## src/rtl/tscd_pkg.sv

```systemverilog
// Shared types and constants for the thumb-shift chord detector.
// No dependencies; every other file in rtl/ refers to this package.
`timescale 1ns / 1ps
`default_nettype none

package tscd_pkg;

  // Key event codes carried in the func field.
  typedef enum logic [2:0] {
    EV_INIT     = 3'd0,
    EV_ALL_OFF  = 3'd1,
    EV_CHAR     = 3'd2,
    EV_THUMB    = 3'd3,
    EV_RELEASE  = 3'd4,
    EV_TICK     = 3'd5
  } ev_t;

  // Result kinds.
  typedef enum logic [1:0] {
    KIND_CHAR  = 2'd0,
    KIND_THUMB = 2'd1,
    KIND_LONG  = 2'd2
  } kind_t;

  // Configuration register indexes.
  typedef enum logic [2:0] {
    CFG_CHAR_TIMEOUT  = 3'd0,
    CFG_THUMB_TIMEOUT = 3'd1,
    CFG_OVERLAP       = 3'd2,
    CFG_DEDICATED     = 3'd3
  } cfg_idx_t;

  localparam int unsigned CODE_W   = 16;
  localparam int unsigned CFG_W    = 10;
  localparam int unsigned CFG_IDX_W = 3;
  localparam int unsigned NOW_W    = 32;

  localparam logic [CFG_W-1:0] CHAR_TIMEOUT_RST  = 10'd100;
  localparam logic [CFG_W-1:0] THUMB_TIMEOUT_RST = 10'd100;
  localparam logic [CFG_W-1:0] OVERLAP_RST       = 10'd50;

  typedef struct packed {
    logic [CFG_W-1:0] char_timeout;
    logic [CFG_W-1:0] thumb_timeout;
    logic [CFG_W-1:0] overlap_window;
    logic             dedicated_thumb_keys;
  } cfg_t;

  typedef struct packed {
    logic              valid;
    kind_t             kind;
    logic [CODE_W-1:0] char_code;
    logic [CODE_W-1:0] thumb_code;
  } res_t;

endpackage

`default_nettype wire

```

## src/rtl/tscd_in_if.sv

```systemverilog
// Input channel of the chord detector: one key event per transfer.
// Field widths come from tscd_pkg.
`timescale 1ns / 1ps
`default_nettype none

interface tscd_in_if;
  logic                          valid;
  logic                          ready;
  logic [2:0]                    func;
  logic [tscd_pkg::CODE_W-1:0]   key_code;
  logic [tscd_pkg::NOW_W-1:0]    now_ms;
  logic                          shift_held;

  modport source (output valid, func, key_code, now_ms, shift_held, input ready);
  modport sink   (input valid, func, key_code, now_ms, shift_held, output ready);
endinterface

`default_nettype wire

```

## src/rtl/tscd_out_if.sv

```systemverilog
// Result channel of the chord detector: one detected stroke per transfer.
// Field widths come from tscd_pkg.
`timescale 1ns / 1ps
`default_nettype none

interface tscd_out_if;
  logic                        valid;
  logic                        ready;
  logic [1:0]                  kind;
  logic [tscd_pkg::CODE_W-1:0] char_code;
  logic [tscd_pkg::CODE_W-1:0] thumb_code;

  modport source (output valid, kind, char_code, thumb_code, input ready);
  modport sink   (input valid, kind, char_code, thumb_code, output ready);
endinterface

`default_nettype wire

```

## src/rtl/tscd_cfg_if.sv

```systemverilog
// Configuration write channel: register index and write data per transfer.
// Register indexes are listed in tscd_pkg.
`timescale 1ns / 1ps
`default_nettype none

interface tscd_cfg_if;
  logic                           valid;
  logic                           ready;
  logic [tscd_pkg::CFG_IDX_W-1:0] index;
  logic [tscd_pkg::CFG_W-1:0]     data;

  modport source (output valid, index, data, input ready);
  modport sink   (input valid, index, data, output ready);
endinterface

`default_nettype wire

```

## src/rtl/tscd_fsm.sv

```systemverilog
// Chord state machine: pending keys, press times, deadline and the
// per-event decision logic. Uses types from tscd_pkg.
`timescale 1ns / 1ps
`default_nettype none

module tscd_fsm #(
  parameter int unsigned SHIFT_THUMB_CODE = 255,
  parameter int unsigned TIME_BITS        = 32
) (
  input  wire logic                 clk,
  input  wire logic                 rst_n,
  input  wire logic                 step,
  input  wire logic [2:0]           func,
  input  wire logic [15:0]          key_code,
  input  wire logic [TIME_BITS-1:0] now,
  input  wire logic                 shift_held,
  input  wire tscd_pkg::cfg_t       cfg,
  output tscd_pkg::res_t            res
);
  import tscd_pkg::*;

  typedef enum logic [2:0] {
    ST_INIT       = 3'd0,
    ST_CHAR       = 3'd1,
    ST_THUMB      = 3'd2,
    ST_CHAR_THUMB = 3'd3,
    ST_THUMB_CHAR = 3'd4
  } state_t;

  localparam logic [CODE_W-1:0] SHIFT_CODE = CODE_W'(SHIFT_THUMB_CODE);

  state_t                st_r, st_nxt;
  logic [CODE_W-1:0]     pc_r, pc_nxt;
  logic [CODE_W-1:0]     pt_r, pt_nxt;
  logic [TIME_BITS-1:0]  ct_r, ct_nxt;
  logic [TIME_BITS-1:0]  tt_r, tt_nxt;
  logic [TIME_BITS-1:0]  dl_r, dl_nxt;

  logic [TIME_BITS-1:0]  d_thumb_char, d_char_thumb, d_now_thumb, d_now_char;
  logic [TIME_BITS-1:0]  char_dl, thumb_dl, overlap;
  logic                  go;
  ev_t                   ev;

  function automatic res_t emit_f(input logic [CODE_W-1:0] ch,
                                  input logic [CODE_W-1:0] th,
                                  input logic              sh);
    res_t r;
    r = '0;
    if (ch == '0) begin
      if (th != '0) begin
        r.valid      = 1'b1;
        r.kind       = KIND_THUMB;
        r.thumb_code = th;
      end
    end else begin
      r.valid      = 1'b1;
      r.kind       = KIND_CHAR;
      r.char_code  = ch;
      r.thumb_code = (sh && th == '0) ? SHIFT_CODE : th;
    end
    return r;
  endfunction

  assign ev           = ev_t'(func);
  assign d_thumb_char = tt_r - ct_r;
  assign d_char_thumb = ct_r - tt_r;
  assign d_now_thumb  = now - tt_r;
  assign d_now_char   = now - ct_r;
  assign char_dl      = now + TIME_BITS'(cfg.char_timeout);
  assign thumb_dl     = now + TIME_BITS'(cfg.thumb_timeout);
  assign overlap      = TIME_BITS'(cfg.overlap_window);

  // A tick only reaches the machine once its deadline has passed.
  always_comb begin
    if (func > EV_TICK) begin
      go = 1'b0;
    end else if (ev == EV_TICK) begin
      go = (dl_r != '0) && (now > dl_r);
    end else begin
      go = 1'b1;
    end
  end

  always_comb begin
    st_nxt = st_r;
    pc_nxt = pc_r;
    pt_nxt = pt_r;
    ct_nxt = ct_r;
    tt_nxt = tt_r;
    dl_nxt = dl_r;
    res    = '0;
    if (step && go) begin
      if (ev == EV_TICK) begin
        dl_nxt = '0;
      end
      unique case (st_r)
        ST_INIT: begin
          pc_nxt = '0;
          pt_nxt = '0;
          ct_nxt = '0;
          tt_nxt = '0;
          dl_nxt = '0;
          if (ev == EV_CHAR) begin
            pc_nxt = key_code;
            ct_nxt = now;
            dl_nxt = char_dl;
            st_nxt = ST_CHAR;
          end else if (ev == EV_THUMB) begin
            pt_nxt = key_code;
            tt_nxt = now;
            dl_nxt = thumb_dl;
            st_nxt = ST_THUMB;
          end
        end
        ST_CHAR: begin
          case (ev)
            EV_INIT: st_nxt = ST_INIT;
            EV_ALL_OFF, EV_TICK: begin
              res    = emit_f(pc_r, pt_r, shift_held);
              pc_nxt = '0;
              pt_nxt = '0;
              st_nxt = ST_INIT;
            end
            EV_CHAR: begin
              res    = emit_f(pc_r, pt_r, shift_held);
              pt_nxt = '0;
              pc_nxt = key_code;
              ct_nxt = now;
              dl_nxt = char_dl;
            end
            EV_THUMB: begin
              pt_nxt = key_code;
              tt_nxt = now;
              dl_nxt = thumb_dl;
              st_nxt = ST_CHAR_THUMB;
            end
            EV_RELEASE: begin
              if (key_code == pc_r) begin
                res    = emit_f(pc_r, pt_r, shift_held);
                pc_nxt = '0;
                pt_nxt = '0;
                st_nxt = ST_INIT;
              end
            end
            default: ;
          endcase
        end
        ST_THUMB: begin
          case (ev)
            EV_INIT: st_nxt = ST_INIT;
            EV_ALL_OFF: begin
              res    = emit_f(pc_r, pt_r, shift_held);
              pc_nxt = '0;
              pt_nxt = '0;
              st_nxt = ST_INIT;
            end
            EV_CHAR: begin
              pc_nxt = key_code;
              ct_nxt = now;
              dl_nxt = char_dl;
              st_nxt = ST_THUMB_CHAR;
            end
            EV_THUMB: begin
              res    = emit_f(pc_r, pt_r, shift_held);
              pc_nxt = '0;
              pt_nxt = key_code;
              tt_nxt = now;
              dl_nxt = thumb_dl;
            end
            EV_RELEASE: begin
              if (key_code == pt_r) begin
                res    = emit_f(pc_r, pt_r, shift_held);
                pc_nxt = '0;
                pt_nxt = '0;
                st_nxt = ST_INIT;
              end
            end
            EV_TICK: begin
              // With dedicated thumb keys the time-out only drops the deadline.
              if (!cfg.dedicated_thumb_keys) begin
                if (pt_r != '0) begin
                  res.valid      = 1'b1;
                  res.kind       = KIND_LONG;
                  res.thumb_code = pt_r;
                end
                pc_nxt = '0;
                pt_nxt = '0;
                st_nxt = ST_INIT;
              end
            end
            default: ;
          endcase
        end
        ST_CHAR_THUMB: begin
          case (ev)
            EV_INIT: st_nxt = ST_INIT;
            EV_ALL_OFF, EV_TICK: begin
              res    = emit_f(pc_r, pt_r, shift_held);
              pc_nxt = '0;
              pt_nxt = '0;
              st_nxt = ST_INIT;
            end
            EV_THUMB: begin
              res    = emit_f(pc_r, pt_r, shift_held);
              pc_nxt = '0;
              pt_nxt = key_code;
              tt_nxt = now;
              dl_nxt = thumb_dl;
              st_nxt = ST_THUMB;
            end
            EV_CHAR: begin
              // The thumb joins whichever character was pressed nearer to it.
              if (d_thumb_char < d_now_thumb) begin
                res    = emit_f(pc_r, pt_r, shift_held);
                pt_nxt = '0;
                st_nxt = ST_CHAR;
              end else begin
                res    = emit_f(pc_r, '0, shift_held);
                st_nxt = ST_THUMB_CHAR;
              end
              pc_nxt = key_code;
              ct_nxt = now;
              dl_nxt = char_dl;
            end
            EV_RELEASE: begin
              if (pc_r == key_code && d_now_thumb < overlap &&
                  d_thumb_char >= d_now_thumb) begin
                res    = emit_f(pc_r, '0, shift_held);
                pc_nxt = '0;
                st_nxt = ST_THUMB;
              end else begin
                res    = emit_f(pc_r, pt_r, shift_held);
                pc_nxt = '0;
                pt_nxt = '0;
                st_nxt = ST_INIT;
              end
            end
            default: ;
          endcase
        end
        ST_THUMB_CHAR: begin
          case (ev)
            EV_INIT: st_nxt = ST_INIT;
            EV_ALL_OFF, EV_TICK: begin
              res    = emit_f(pc_r, pt_r, shift_held);
              pc_nxt = '0;
              pt_nxt = '0;
              st_nxt = ST_INIT;
            end
            EV_CHAR: begin
              res    = emit_f(pc_r, pt_r, shift_held);
              pt_nxt = '0;
              pc_nxt = key_code;
              ct_nxt = now;
              dl_nxt = char_dl;
              st_nxt = ST_CHAR;
            end
            EV_THUMB: begin
              if (d_char_thumb < d_now_char) begin
                res    = emit_f(pc_r, pt_r, shift_held);
                pc_nxt = '0;
                st_nxt = ST_THUMB;
              end else begin
                res    = emit_f('0, pt_r, shift_held);
                st_nxt = ST_CHAR_THUMB;
              end
              pt_nxt = key_code;
              tt_nxt = now;
              dl_nxt = thumb_dl;
            end
            EV_RELEASE: begin
              if (pt_r == key_code && d_now_char < overlap &&
                  d_char_thumb >= d_now_char) begin
                res    = emit_f('0, pt_r, shift_held);
                pt_nxt = '0;
                st_nxt = ST_CHAR;
              end else begin
                res    = emit_f(pc_r, pt_r, shift_held);
                pc_nxt = '0;
                pt_nxt = '0;
                st_nxt = ST_INIT;
              end
            end
            default: ;
          endcase
        end
        default: st_nxt = ST_INIT;
      endcase
    end
  end

  always_ff @(posedge clk) begin
    if (!rst_n) begin
      st_r <= ST_INIT;
      pc_r <= '0;
      pt_r <= '0;
      ct_r <= '0;
      tt_r <= '0;
      dl_r <= '0;
    end else begin
      st_r <= st_nxt;
      pc_r <= pc_nxt;
      pt_r <= pt_nxt;
      ct_r <= ct_nxt;
      tt_r <= tt_nxt;
      dl_r <= dl_nxt;
    end
  end

endmodule

`default_nettype wire

```

## src/rtl/thumb_shift_chord_detector_core.sv

```systemverilog
// Top level of the thumb-shift chord detector: event input register,
// configuration registers, result register. Uses tscd_pkg, the channel
// interfaces and tscd_fsm.
//
//   channel   direction  transfer moves
//   in_ch     sink       func, key_code, now_ms, shift_held
//   out_ch    source     kind, char_code, thumb_code
//   cfg_ch    sink       index, data (always ready)
//
// One event per cycle sustained while out_ch takes each result. An event is
// held in the input register, then passes the decision logic into the result
// register. A full result register stalls the event stage when out_ch is not
// ready, and in_ch stays ready while the input register can move on. Reset
// (rst_n low at a clock edge) empties both stages, clears the state machine
// and restores the configuration defaults.
`timescale 1ns / 1ps
`default_nettype none

module thumb_shift_chord_detector_core #(
  parameter int unsigned SHIFT_THUMB_CODE = 255,
  parameter int unsigned TIME_BITS        = 32
) (
  input wire logic    clk,
  input wire logic    rst_n,
  tscd_in_if.sink     in_ch,
  tscd_out_if.source  out_ch,
  tscd_cfg_if.sink    cfg_ch
);
  import tscd_pkg::*;

  logic                 in_v_r;
  logic [2:0]           func_r;
  logic [CODE_W-1:0]    key_r;
  logic [TIME_BITS-1:0] now_r;
  logic                 shift_r;

  logic                 out_v_r;
  kind_t                kind_r;
  logic [CODE_W-1:0]    char_r;
  logic [CODE_W-1:0]    thumb_r;

  cfg_t                 cfg_r;
  res_t                 res;
  logic                 advance;

  assign advance      = in_v_r && (!out_v_r || out_ch.ready);
  assign in_ch.ready  = !in_v_r || advance;
  assign cfg_ch.ready = 1'b1;

  assign out_ch.valid      = out_v_r;
  assign out_ch.kind       = kind_r;
  assign out_ch.char_code  = char_r;
  assign out_ch.thumb_code = thumb_r;

  tscd_fsm #(
    .SHIFT_THUMB_CODE (SHIFT_THUMB_CODE),
    .TIME_BITS        (TIME_BITS)
  ) u_fsm (
    .clk        (clk),
    .rst_n      (rst_n),
    .step       (advance),
    .func       (func_r),
    .key_code   (key_r),
    .now        (now_r),
    .shift_held (shift_r),
    .cfg        (cfg_r),
    .res        (res)
  );

  // Event input register.
  always_ff @(posedge clk) begin
    if (!rst_n) begin
      in_v_r <= 1'b0;
    end else if (in_ch.ready) begin
      in_v_r <= in_ch.valid;
    end
    if (in_ch.valid && in_ch.ready) begin
      func_r  <= in_ch.func;
      key_r   <= in_ch.key_code;
      now_r   <= TIME_BITS'(in_ch.now_ms);
      shift_r <= in_ch.shift_held;
    end
  end

  // Result register.
  always_ff @(posedge clk) begin
    if (!rst_n) begin
      out_v_r <= 1'b0;
    end else if (advance) begin
      out_v_r <= res.valid;
    end else if (out_ch.ready) begin
      out_v_r <= 1'b0;
    end
    if (advance && res.valid) begin
      kind_r  <= res.kind;
      char_r  <= res.char_code;
      thumb_r <= res.thumb_code;
    end
  end

  // Configuration registers; indexes past the list are ignored.
  always_ff @(posedge clk) begin
    if (!rst_n) begin
      cfg_r.char_timeout         <= CHAR_TIMEOUT_RST;
      cfg_r.thumb_timeout        <= THUMB_TIMEOUT_RST;
      cfg_r.overlap_window       <= OVERLAP_RST;
      cfg_r.dedicated_thumb_keys <= 1'b0;
    end else if (cfg_ch.valid && cfg_ch.ready) begin
      unique case (cfg_idx_t'(cfg_ch.index))
        CFG_CHAR_TIMEOUT:  cfg_r.char_timeout         <= cfg_ch.data;
        CFG_THUMB_TIMEOUT: cfg_r.thumb_timeout        <= cfg_ch.data;
        CFG_OVERLAP:       cfg_r.overlap_window       <= cfg_ch.data;
        CFG_DEDICATED:     cfg_r.dedicated_thumb_keys <= cfg_ch.data[0];
        default: ;
      endcase
    end
  end

endmodule

`default_nettype wire

```

## src/flat_wrapper.sv

```systemverilog
// flat-port wrapper written by rule: the top's interface ports become plain ports
module thumb_shift_chord_detector_core_flat import tscd_pkg::*;
#(
  parameter int unsigned SHIFT_THUMB_CODE = 255,
  parameter int unsigned TIME_BITS        = 32
)
  (clk, rst_n, in_ch_valid, in_ch_func, in_ch_key_code, in_ch_now_ms, in_ch_shift_held, in_ch_ready, out_ch_valid, out_ch_kind, out_ch_char_code, out_ch_thumb_code, out_ch_ready, cfg_ch_valid, cfg_ch_index, cfg_ch_data, cfg_ch_ready);
  tscd_in_if in_ch_i ();
  tscd_out_if out_ch_i ();
  tscd_cfg_if cfg_ch_i ();
  input wire logic clk;
  input wire logic rst_n;
  input wire logic [$bits(in_ch_i.valid)-1:0] in_ch_valid;
  input wire logic [$bits(in_ch_i.func)-1:0] in_ch_func;
  input wire logic [$bits(in_ch_i.key_code)-1:0] in_ch_key_code;
  input wire logic [$bits(in_ch_i.now_ms)-1:0] in_ch_now_ms;
  input wire logic [$bits(in_ch_i.shift_held)-1:0] in_ch_shift_held;
  output wire logic [$bits(in_ch_i.ready)-1:0] in_ch_ready;
  output wire logic [$bits(out_ch_i.valid)-1:0] out_ch_valid;
  output wire logic [$bits(out_ch_i.kind)-1:0] out_ch_kind;
  output wire logic [$bits(out_ch_i.char_code)-1:0] out_ch_char_code;
  output wire logic [$bits(out_ch_i.thumb_code)-1:0] out_ch_thumb_code;
  input wire logic [$bits(out_ch_i.ready)-1:0] out_ch_ready;
  input wire logic [$bits(cfg_ch_i.valid)-1:0] cfg_ch_valid;
  input wire logic [$bits(cfg_ch_i.index)-1:0] cfg_ch_index;
  input wire logic [$bits(cfg_ch_i.data)-1:0] cfg_ch_data;
  output wire logic [$bits(cfg_ch_i.ready)-1:0] cfg_ch_ready;
  assign in_ch_i.valid = in_ch_valid;
  assign in_ch_i.func = in_ch_func;
  assign in_ch_i.key_code = in_ch_key_code;
  assign in_ch_i.now_ms = in_ch_now_ms;
  assign in_ch_i.shift_held = in_ch_shift_held;
  assign in_ch_ready = in_ch_i.ready;
  assign out_ch_valid = out_ch_i.valid;
  assign out_ch_kind = out_ch_i.kind;
  assign out_ch_char_code = out_ch_i.char_code;
  assign out_ch_thumb_code = out_ch_i.thumb_code;
  assign out_ch_i.ready = out_ch_ready;
  assign cfg_ch_i.valid = cfg_ch_valid;
  assign cfg_ch_i.index = cfg_ch_index;
  assign cfg_ch_i.data = cfg_ch_data;
  assign cfg_ch_ready = cfg_ch_i.ready;
  thumb_shift_chord_detector_core #(.SHIFT_THUMB_CODE(SHIFT_THUMB_CODE), .TIME_BITS(TIME_BITS)) u_core (.clk(clk), .rst_n(rst_n), .in_ch(in_ch_i), .out_ch(out_ch_i), .cfg_ch(cfg_ch_i));
endmodule
```

## config.mk

```make
export PLATFORM = sky130hd
export DESIGN_NAME = thumb_shift_chord_detector_core_flat
export DESIGN_NICKNAME = d
export VERILOG_FILES = /design/src/rtl/tscd_pkg.sv /design/src/rtl/tscd_in_if.sv /design/src/rtl/tscd_out_if.sv /design/src/rtl/tscd_cfg_if.sv /design/src/rtl/tscd_fsm.sv /design/src/rtl/thumb_shift_chord_detector_core.sv /design/src/flat_wrapper.sv
export SDC_FILE = /design/constraint.sdc
export NUM_CORES = 1
export LEC_CHECK = 0
export BUFFER_PORTS_ARGS = -buffer_cell sky130_fd_sc_hd__buf_4
export CORE_UTILIZATION = 60
export CTS_BUF_LIST = sky130_fd_sc_hd__clkbuf_4 sky130_fd_sc_hd__clkbuf_8
export DETAILED_ROUTE_END_ITERATION = 10
export PLACE_DENSITY_LB_ADDON = 0.2
export SLEW_MARGIN = 20
export SYNTH_ARGS = -nofsm -noshare
export SYNTH_HDL_FRONTEND = slang
export SYNTH_HIERARCHICAL = 1
export SYNTH_SLANG_ARGS = --single-unit
```

## constraint.sdc

```tcl
create_clock -name clk -period 8.4 [get_ports clk]
set_input_delay 2.52 -clock clk [delete_from_list [all_inputs] [get_ports clk]]
set_output_delay 2.52 -clock clk [all_outputs]
set_load 0.02 [all_outputs]
```

==> results of run 1 <==
-- sequential cells by signal, indices dropped and copies added, names as in the netlist --
register	flops
u_core/u_fsm/pt_r	16
u_core/now_r	32
u_core/key_r	16
u_core/out_ch.kind	2
u_core/cfg_r	31
u_core/func_r	3
u_core/u_fsm/dl_r	32
u_core/out_ch.thumb_code	16
u_core/out_ch.char_code	16
u_core/u_fsm/ct_r	32
u_core/u_fsm/pc_r	16
u_core/shift_r	1
u_core/u_fsm/st_r	3
u_core/out_ch.valid	1
u_core/u_fsm/tt_r	32
u_core/in_v_r	1
-- per-layer routing --
metal	part of all wire, %	vias to the layer above	global-route usage, %
met5	0.016	-	0
li1	-	10400	-
met1	42	10500	51.7
met4	4.6	2	17.7
met2	44	1248	59.5
met3	9.9	211	6.34
-- synth_stat cells (all sizes together), types with 43 or more instances --
| library cell | instances | area share, % |
|---|---|---|
| a21o | 96 | 3.2 |
| a21oi | 263 | 5.9 |
| clkbuf | 114 | 1.9 |
| dfxtp | 164 | 15 |
| edfxtp | 86 | 11 |
| ha | 257 | 14 |
| inv | 186 | 3.1 |
| mux2i | 50 | 2.2 |
| nand2 | 301 | 5.0 |
| nand3 | 132 | 2.9 |
| nand4 | 49 | 1.4 |
| nor2 | 158 | 2.7 |
| nor3 | 43 | 0.95 |
| o21ai | 157 | 3.5 |
| xnor2 | 86 | 3.3 |
| xor2 | 81 | 3.1 |
-- cell families (layout without fill, tap and decap cells) --
group,Yosys count,in the layout,share of synthesized area (%)
AOI/OAI and AO/OA,819,819,23.7
xor gates and xnor gates,167,167,6.48
adders and majority gates,263,263,14.8
buffers and inverters,330,402,5.77
DFF,250,250,26.0
muxes,52,52,2.32
other,1,1,0.0166
and+or+nand+nor,942,942,20.9
-- metrics by stage --
step / hold WS (ns) / area [um2]
after floorplan: 0.435 / 22600
after CTS: 0.470 / 24700
after detailed placement: 0.461 / 23600
final: 0.468 / 24700
after global routing: 0.481 / 24700
after global placement: 0.452 / 23500
-- how the worst min path moves through the flow --
stage	cells after the start	slack, ns	to
2_1_floorplan	2	0.43	u_core/cfg_r[3]
3_3_place_gp	2	0.45	u_core/cfg_r[21]
3_5_place_dp	2	0.46	u_core/cfg_r[3]
4_1_cts	2	0.47	u_core/cfg_r[25]
5_1_grt	2	0.48	u_core/cfg_r[20]
6_report	2	0.47	u_core/cfg_r[25]
-- critical path: cells and delay by family (launching register included) --
| kind | cells | cell delay [ns] |
|---|---|---|
| AOI/OAI and AO/OA | 13 | 2.91 |
| and+or+nand+nor | 10 | 2.62 |
| adders and majority gates | 2 | 0.75 |
| buffers and inverters | 3 | 0.52 |
| DFF | 1 | 0.35 |
| xor gates and xnor gates | 1 | 0.10 |
-- final cells by class --
class                   count  area [um2]
clock inverters            24         372
flip-flops and latches    250        5870
fillers                  3154       12100
repair buffers            129         968
well taps                 468         586
multi-input cells        2244       15400
clock buffers              61         783
inverters                 188         706
-- power breakdown --
group | switching [mW] | internal, mW | total (mW) | leakage (nW)
registers | 0.0863 | 1.30 | 1.38 | 2.23
clock network | 0.585 | 0.896 | 1.48 | 0.591
logic | 1.27 | 0.824 | 2.09 | 7.50
total | 1.94 | 3.02 | 4.95 | 10.3
==> flow_metrics.tcl, run 1 <==
set metrics [dict create \
    r2r_end "u_core/out_ch.char_code[15]" \
    place_ws_ns 0.950 \
    post-route-period-util_pct 90.6 \
    vdd_drop_max_mv 0.189 \
    ys_seq_elements 250 \
    r2r_slack_ns 0.79 \
    dpl.hpwl_um 57200 \
    critPathKind "flip-flop to flip-flop" \
    firstDrtPassIters 6 \
    post-route-min-period_ns 7.61 \
    rr_worst_depth 29 \
    first_iter_violations 2337 \
    end_kind "flip-flop" \
    antennaDiodeCount 0 \
    worstPathRequired_ns 8.73 \
    antenna_found_initial 1 \
    seq_area_frac_synth_pct 26.0 \
    outcome "complete, no violations" \
    slowest_stage "a2111oi_0" \
    setup_viol 0 \
    power_density_nw_per_um2 200 \
    critPathLaunchType "flip-flop" \
    grt_max_degree 78 \
    htreeDepth 2 \
    wl_per_cell_um 22.3 \
    syn_area_um2 22600 \
    grt_pass1_wl_um 115000 \
    hold_class "flip-flop to flip-flop" \
    portBuffers 105 \
    finalHoldViolations 0 \
    ant_nets 0 \
    synth_nets 3157 \
    critPathCapture "u_core/out_ch.char_code[15]" \
    wl_um 75000 \
    fin_util_pct 67.2 \
    reg2reg_from "u_core/u_fsm/ct_r[3]" \
    path_clk_slew_ns 0.06 \
    clock_latency_ns 0.63 \
    fin_cells 3364 \
    ios 107 \
    grt_util_all_layers_pct 38.2 \
    dieHeight_um 196 \
    dieArea_um2 38400 \
    cts_root_buf "clkbuf_8" \
    yosys_warnings 6 \
    rsz0062_at_grt "false" \
    placeableCoreArea_um2 36800 \
    drcViolationCount 0 \
    ctsResizeCount 0 \
    fin_ws_ns 0.786 \
    overflow 0 \
    min_from "u_core/cfg_r[25]" \
    path_max_fanout 34 \
    synth.distinct_cells 105 \
    area_growth_pct 9.56 \
    grt_pass1_vias 20700 \
    arrival_ns 7.95 \
    drv_cap 0 \
    final_common_cell "nand2_1" \
    post_cts_buffers 0 \
    async_reset_ff_share_pct 0 \
    synth-main-ff-cell "dfxtp_1" \
    synthCells 2824 \
    critPathMaxStageDelay_ns 0.51 \
    row_count 70 \
    mostFrequentLayoutCells "nand2_1 (299), a21oi_1 (259), ha_1 (257)" \
    slew_headroom_pct 15.4 \
    fmax_mhz 131 \
    synth_edf_count 86 \
    drive_gt1_share_pct 9.50 \
    vias_per_cell 6.63 \
    route.vias.total 22300 \
    critPathMostFrequentCell "o21ai_0" \
    cts.sinks 250 \
    worstMarginPinSlew_ns 1.26 \
    place_inst 3279 \
    numCtsBuffers 46 \
    slew_viol_final 0 \
    leakage_nw 10.3 \
    initial_core_util_pct 61.3 \
    timing.setup.tns_ns 0 \
    die_w_um 196 \
    crit_path_start "u_core/u_fsm/ct_r[3]" \
    cts_tree "built" \
    fin_skew_ns 0.0327 \
    hold_buffers 0 \
    layout.nets 3192 \
    gp_congestion 1.02 \
    finalPower_mw 4.95 \
    clockBufferDepth 3 \
    postSynthAreaPerCell_um2 7.99 \
]
No activity file was read; power rests on OpenSTA's default activity.
==> run 2, diff against run 1 <==
CELL_PAD_IN_SITES_DETAIL_PLACEMENT = 2   (was not set)
CELL_PAD_IN_SITES_GLOBAL_PLACEMENT = 2   (was not set)
CORE_UTILIZATION = 39   (was 60)
==> run 2 against run 1 <==
- critical path depth is the same
- sequential cell count is the same
- non-clock buffer count grew 7
- largest cell class unchanged
- utilization shrank 23 points
- register-to-register slack lost 0.08 ns
- global-route usage shrank 3.7 points
- clock-buffer cell count grew 7
- power grew 3.1%
- maximum frequency shrank 1.1%
- sequential power is essentially flat
==> flow_metrics.tcl, run 2 (synthesis results as in run 1) <==
set metrics [dict create \
    outcome "complete, no violations" \
    critPathLaunchType "flip-flop" \
    fill_cells 6417 \
    slew_headroom_pct 19.7 \
    ios 107 \
    post-route-min-period_ns 7.70 \
    vdd_drop_max_mv 0.147 \
    row_count 87 \
    finalHoldViolations 0 \
    critPathMostFrequentCell "o21ai_0" \
    portBuffers 105 \
    rr_worst_depth 29 \
    fin_ws_ns 0.702 \
    fin_cells 3663 \
    power.internal_mw 2.90 \
    slowest_stage "and4bb_1" \
    dpl.hpwl_um 78000 \
    place_ws_ns 0.745 \
    clockBufferDepth 3 \
    antenna_found_initial 0 \
    worstPathRequired_ns 8.76 \
    initial_core_util_pct 39.7 \
    numCtsBuffers 48 \
    min_from "u_core/u_fsm/tt_r[14]" \
    htreeDepth 2 \
    firstDrtPassIters 5 \
    final_common_cell "nand2_1" \
    cts_root_buf "clkbuf_8" \
    layout.nets 3201 \
    dieArea_um2 58800 \
    p_comb_share_pct 45.0 \
    die_w_um 243 \
    setup_viol 0 \
    grt_pass1_vias 25000 \
    route.vias.total 22900 \
    clockPowerShare_pct 27.7 \
    r2r_end "u_core/out_ch.char_code[9]" \
    arrival_ns 8.05 \
    drive_gt1_share_pct 10.0 \
    dieHeight_um 243 \
    overflow 0 \
    first_iter_violations 1418 \
    post_cts_buffers 0 \
    wl_per_cell_um 28.4 \
    drcViolationCount 0 \
    rsz0062_at_grt "false" \
    leakage_nw 10.3 \
    critPathKind "flip-flop to flip-flop" \
    timing.setup.tns_ns 0 \
    cts_tree "built" \
    fmax_mhz 130 \
    slew_viol_final 0 \
    antennaDiodeCount 0 \
    r2r_slack_ns 0.70 \
    ant_nets 0 \
    drv_cap 0 \
    mostFrequentLayoutCells "nand2_1 (297), a21oi_1 (260), ha_1 (257)" \
    gp_congestion 0.935 \
    power_density_nw_per_um2 204 \
    crit_path_start "u_core/u_fsm/ct_r[2]" \
    end_kind "flip-flop" \
    critPathCapture "u_core/out_ch.char_code[9]" \
    reg2reg_from "u_core/u_fsm/ct_r[2]" \
    grt_util_all_layers_pct 34.5 \
    area_growth_pct 11.0 \
    grt_max_degree 78 \
    holdWs_ns 0.477 \
    wl_um 104000 \
    path_max_fanout 34 \
    p_sw_share_pct 43.2 \
    place_inst 3574 \
    grt_pass1_wl_um 156000 \
    post-route-period-util_pct 91.6 \
    cts.sinks 250 \
    seqPwrFrac_pct 27.3 \
    hold_class "flip-flop to flip-flop" \
    critPathMaxStageDelay_ns 0.54 \
    fin_skew_ns 0.0362 \
    worstMarginPinSlew_ns 1.20 \
    power.switching_mw 2.20 \
    vias_per_cell 6.26 \
    placeableCoreArea_um2 56800 \
    clock_latency_ns 0.68 \
    path_clk_slew_ns 0.06 \
]
## run 2: stage by stage
stage	cell area (um2)	utilization (%)	power (mW)
floorplan	22600	-	2.87
global placement	24000	42.2	3.47
detailed placement	24000	42.2	3.62
CTS	25000	44.1	5.08
global route	25000	44.1	5.35
finish	25000	44.1	5.10
## run 2: how the worst min path moves through the flow
stage / end / depth (start not counted)
after floorplan: u_core/cfg_r[3] / 2
after global placement: u_core/cfg_r[7] / 2
after detailed placement: u_core/u_fsm/tt_r[12] / 2
after CTS: u_core/u_fsm/ct_r[14] / 2
after global routing: u_core/u_fsm/ct_r[23] / 2
final: u_core/u_fsm/tt_r[14] / 2
## run 2: area by class of cell
cell class | count | area (um2) | area share, %
multi-input cells | 2244 | 15400 | 61.7
flip-flops and latches | 250 | 5870 | 23.4
inverters | 188 | 706 | 2.82
repair buffers | 136 | 1020 | 4.08
clock inverters | 21 | 210 | 0.839
well taps | 756 | 946 | 3.78
clock buffers | 68 | 855 | 3.41
## run 2: power groups by stage
| stage | clock, mW | sequential [mW] | combinational [mW] |
|---|---|---|---|
| final | 1.41 | 1.40 | 2.30 |
| after global routing | 1.49 | 1.40 | 2.47 |
| after CTS | 1.44 | 1.39 | 2.25 |
| after detailed placement | 0 | 1.42 | 2.20 |
| after global placement | 0 | 1.41 | 2.06 |
| after floorplan | 0 | 1.36 | 1.51 |
## run 2: metal layers
metal | GRT usage, % | vias up | wire length, um | part of all wire [%]
met1 | 44.4 | 11600 | 46000 | 44
met4 | 14.9 | 0 | 4430 | 4.3
met3 | 4.05 | 230 | 4900 | 4.7
li1 | - | 10400 | - | -
met2 | 58.0 | 693 | 48900 | 47
met5 | 0 | - | 0 | 0
## run 2: worst max-delay path, delay by kind of cell (launching register included)
kind | cells | cell delay [ns]
adders and majority gates | 2 | 0.80
buffers and inverters | 3 | 0.57
AOI/OAI and AO/OA | 13 | 2.95
DFF | 1 | 0.36
xor gates and xnor gates | 1 | 0.13
and+or+nand+nor | 10 | 2.55
## run 2: repair_timing
item	4_1_cts	5_1_grt
hold buffers	0	0
endpoints found under the setup margin	0	35
resized for setup	0	1
endpoints found under the hold margin	0	0
==> run 3, diff against run 2 <==
GPL_ROUTABILITY_DRIVEN = 0   (was not set)
SYNTH_HIERARCHICAL = not set   (was 1)
==> run 3 against run 2 <==
- critical path depth unchanged
- combinational power fell by 25%
- via count fell by 6.2%
- worst hold slack worse by 0.00085 ns
- die area decreased by 3.1%
- synthesized area decreased by 3.2%
- power down 14%
- wire length fell by 12%
- maximum frequency down 1.5%
- critical path type unchanged
- critical endpoint is now u_core.out_ch.char_code[15]
- largest cell class unchanged
- highest routed layer is now met5
==> flow_metrics.tcl, run 3 <==
set metrics [dict create \
    power_density_nw_per_um2 180 \
    hold_class "flip-flop to flip-flop" \
    ios 107 \
    area_growth_pct 11.6 \
    path_max_fanout 16 \
    row_count 86 \
    route.vias.total 21500 \
    timing.setup.tns_ns 0 \
    arrival_ns 8.19 \
    grt_pass1_wl_um 140000 \
    vdd_drop_max_mv 0.137 \
    clock_latency_ns 0.67 \
    use_met1_pct 39.3 \
    place_inst 3458 \
    overflow 0 \
    use_met3_pct 3.82 \
    htreeDepth 2 \
    wl_um 91500 \
    dpl.hpwl_um 71600 \
    synthCells 2698 \
    grt_pass1_vias 23800 \
    post-route-min-period_ns 7.81 \
    cp_top_family "compound AO/OA/AOI/OAI gates" \
    ys_seq_elements 250 \
    drv_cap 0 \
    cts_tree "built" \
    finalHoldViolations 0 \
    firstDrtPassIters 7 \
    path_clk_slew_ns 0.06 \
    dieArea_um2 57000 \
    clockBufferDepth 3 \
    drcViolationCount 0 \
    grt_max_degree 88 \
    mostFrequentLayoutCells "nand2_1 (297), ha_1 (257), a21oi_1 (205)" \
    synth_common_cells "nand2_1 (299), ha_1 (257), a21oi_1 (205)" \
    hold_buffers 0 \
    synth.most_common_cell "nand2_1" \
    synth-simple-area-share_pct 20.2 \
    first_iter_violations 984 \
    synth_edf_count 86 \
    rsz0062_at_grt "false" \
    final_common_cell "nand2_1" \
    setup_viol 0 \
    synth_nets 3031 \
    worstMarginPinSlew_ns 1.03 \
    initial_core_util_pct 39.6 \
    antenna_found_initial 2 \
    grt_util_all_layers_pct 31.9 \
    critPathMaxStageDelay_ns 0.51 \
    synth_area_leaders "dfxtp_1 (15%), ha_1 (15%), edfxtp_1 (12%)" \
    fin_cells 3547 \
    drive_gt1_share_pct 9.72 \
    outcome "complete, no violations" \
    critPathMostFrequentCell "o21ai_1" \
    grtUsageMet2_pct 56.6 \
    seq_area_frac_synth_pct 26.8 \
    async_reset_ff_share_pct 0 \
    numCtsBuffers 47 \
    cp_num_buf_inv 3 \
    die_w_um 239 \
    muxShareOfSynthArea_pct 1.31 \
    post-route-period-util_pct 93.0 \
    dieHeight_um 239 \
    slew_headroom_pct 31.3 \
    synth_xor_xnor_area_share_pct 5.93 \
    worstPathRequired_ns 8.78 \
    fmax_mhz 128 \
    placeableCoreArea_um2 55200 \
    synth_top_family_by_area "compound AO/OA/AOI/OAI gates" \
    fin_util_pct 44.1 \
    synth-main-ff-cell "dfxtp_1" \
    cts.sinks 250 \
    layout.nets 3092 \
    grt_busiest_layer "met2" \
    end_kind "flip-flop" \
    synth_fa_ha_area_share_pct 15.3 \
    ant_nets 0 \
    leakage_nw 9.81 \
    vias_per_cell 6.07 \
    synth-compound-area-share_pct 25.1 \
    yosys.area.top_type_share_pct 15.0 \
    postSynthAreaPerCell_um2 8.10 \
    yosys_warnings 0 \
    critPathLaunchType "flip-flop" \
    slowest_stage "nor4_4" \
    synth.distinct_cells 87 \
    portBuffers 105 \
    syn_area_um2 21800 \
    yosys.area.top_type "dfxtp_1" \
    fin_skew_ns 0.0542 \
    slew_viol_final 0 \
    wl_per_cell_um 25.8 \
    cts_root_buf "clkbuf_8" \
    critPathKind "flip-flop to flip-flop" \
]
-- run 3: changes by cell type in the layout (fill, tap and decap cells not counted), sizes merged, moves of 10 or more --
cell,previous run,this run
nand2b,31,42
a21boi,13,109
o21ai,157,113
a21oi,263,205
o211ai,22,33
mux2i,50,24
a32o,19,0
inv,188,175
a31oi,39,26
xnor2,86,70
nor3b,17,7
nor2,158,115
o21bai,19,38
-- run 3: kinds of logic (layout without fill, tap and decap cells) --
group / count (synthesis) / in the layout
AO/OA/AOI/OAI: 818 / 818
XOR/XNOR: 148 / 148
adder cells (fa/ha/maj): 263 / 263
buffers and inverters: 298 / 397
flip-flops: 250 / 250
multiplexers: 28 / 28
other: 1 / 3
AND/OR/NAND/NOR: 892 / 892
-- run 3: repair_timing --
action,in CTS,in global routing
buffers inserted,0,0
endpoints found under the setup margin,0,81
gates resized for setup,0,5
-- run 3: path summary, 6_finish.rpt --
check,startpoint,to,slack [ns],cells after the start
max,u_core.u_fsm.ct_r[0],u_core.out_ch.char_code[15],0.59,29
min,u_core.cfg_r[9],u_core.cfg_r[9],0.48,2
max reg2reg,u_core.u_fsm.ct_r[0],u_core.out_ch.char_code[15],0.59,29
min reg2reg,u_core.cfg_r[9],u_core.cfg_r[9],0.48,2
-- run 3: cell type report --
| cell class | instances | area [um2] |
|---|---|---|
| clock inverters | 22 | 175 |
| diodes | 2 | 5.00 |
| flip-flops and latches | 250 | 5870 |
| clock buffers | 65 | 813 |
| multi-input cells | 2150 | 14900 |
| inverters | 174 | 653 |
| well taps | 748 | 936 |
| repair buffers | 136 | 1020 |
| fillers | 6233 | 30800 |
-- run 3: per-stage QoR --
step                total power [mW]  hold slack [ns]  worst slack [ns]  area (um2)
CTS                             4.37            0.478             0.145       24300
detailed placement              3.05            0.469             0.200       23300
global route                    4.61            0.500           0.00183       24400
finish                          4.38            0.476             0.587       24400
floorplan                       2.49            0.443             0.770       21800
global placement                2.95            0.458             0.761       23300
-- run 3: power breakdown --
part / switching [mW] / internal, mW / leakage [nW] / total [mW]
Sequential: 0.0703 / 1.29 / 2.19 / 1.36
Clock: 0.606 / 0.694 / 0.527 / 1.30
Combinational: 1.07 / 0.646 / 7.10 / 1.72
-- run 3: worst min-delay path, stage by stage (launching register included) --
cell      delay [ns]
dfxtp_1         0.31
nand2_1         0.05
a21boi_0        0.07
-- run 3: layer usage --
metal / wire length, um / share of wire [%]
met4: 3300 / 3.6
met3: 3870 / 4.2
met1: 39400 / 43
met5: 13 / 0.014
met2: 44900 / 49
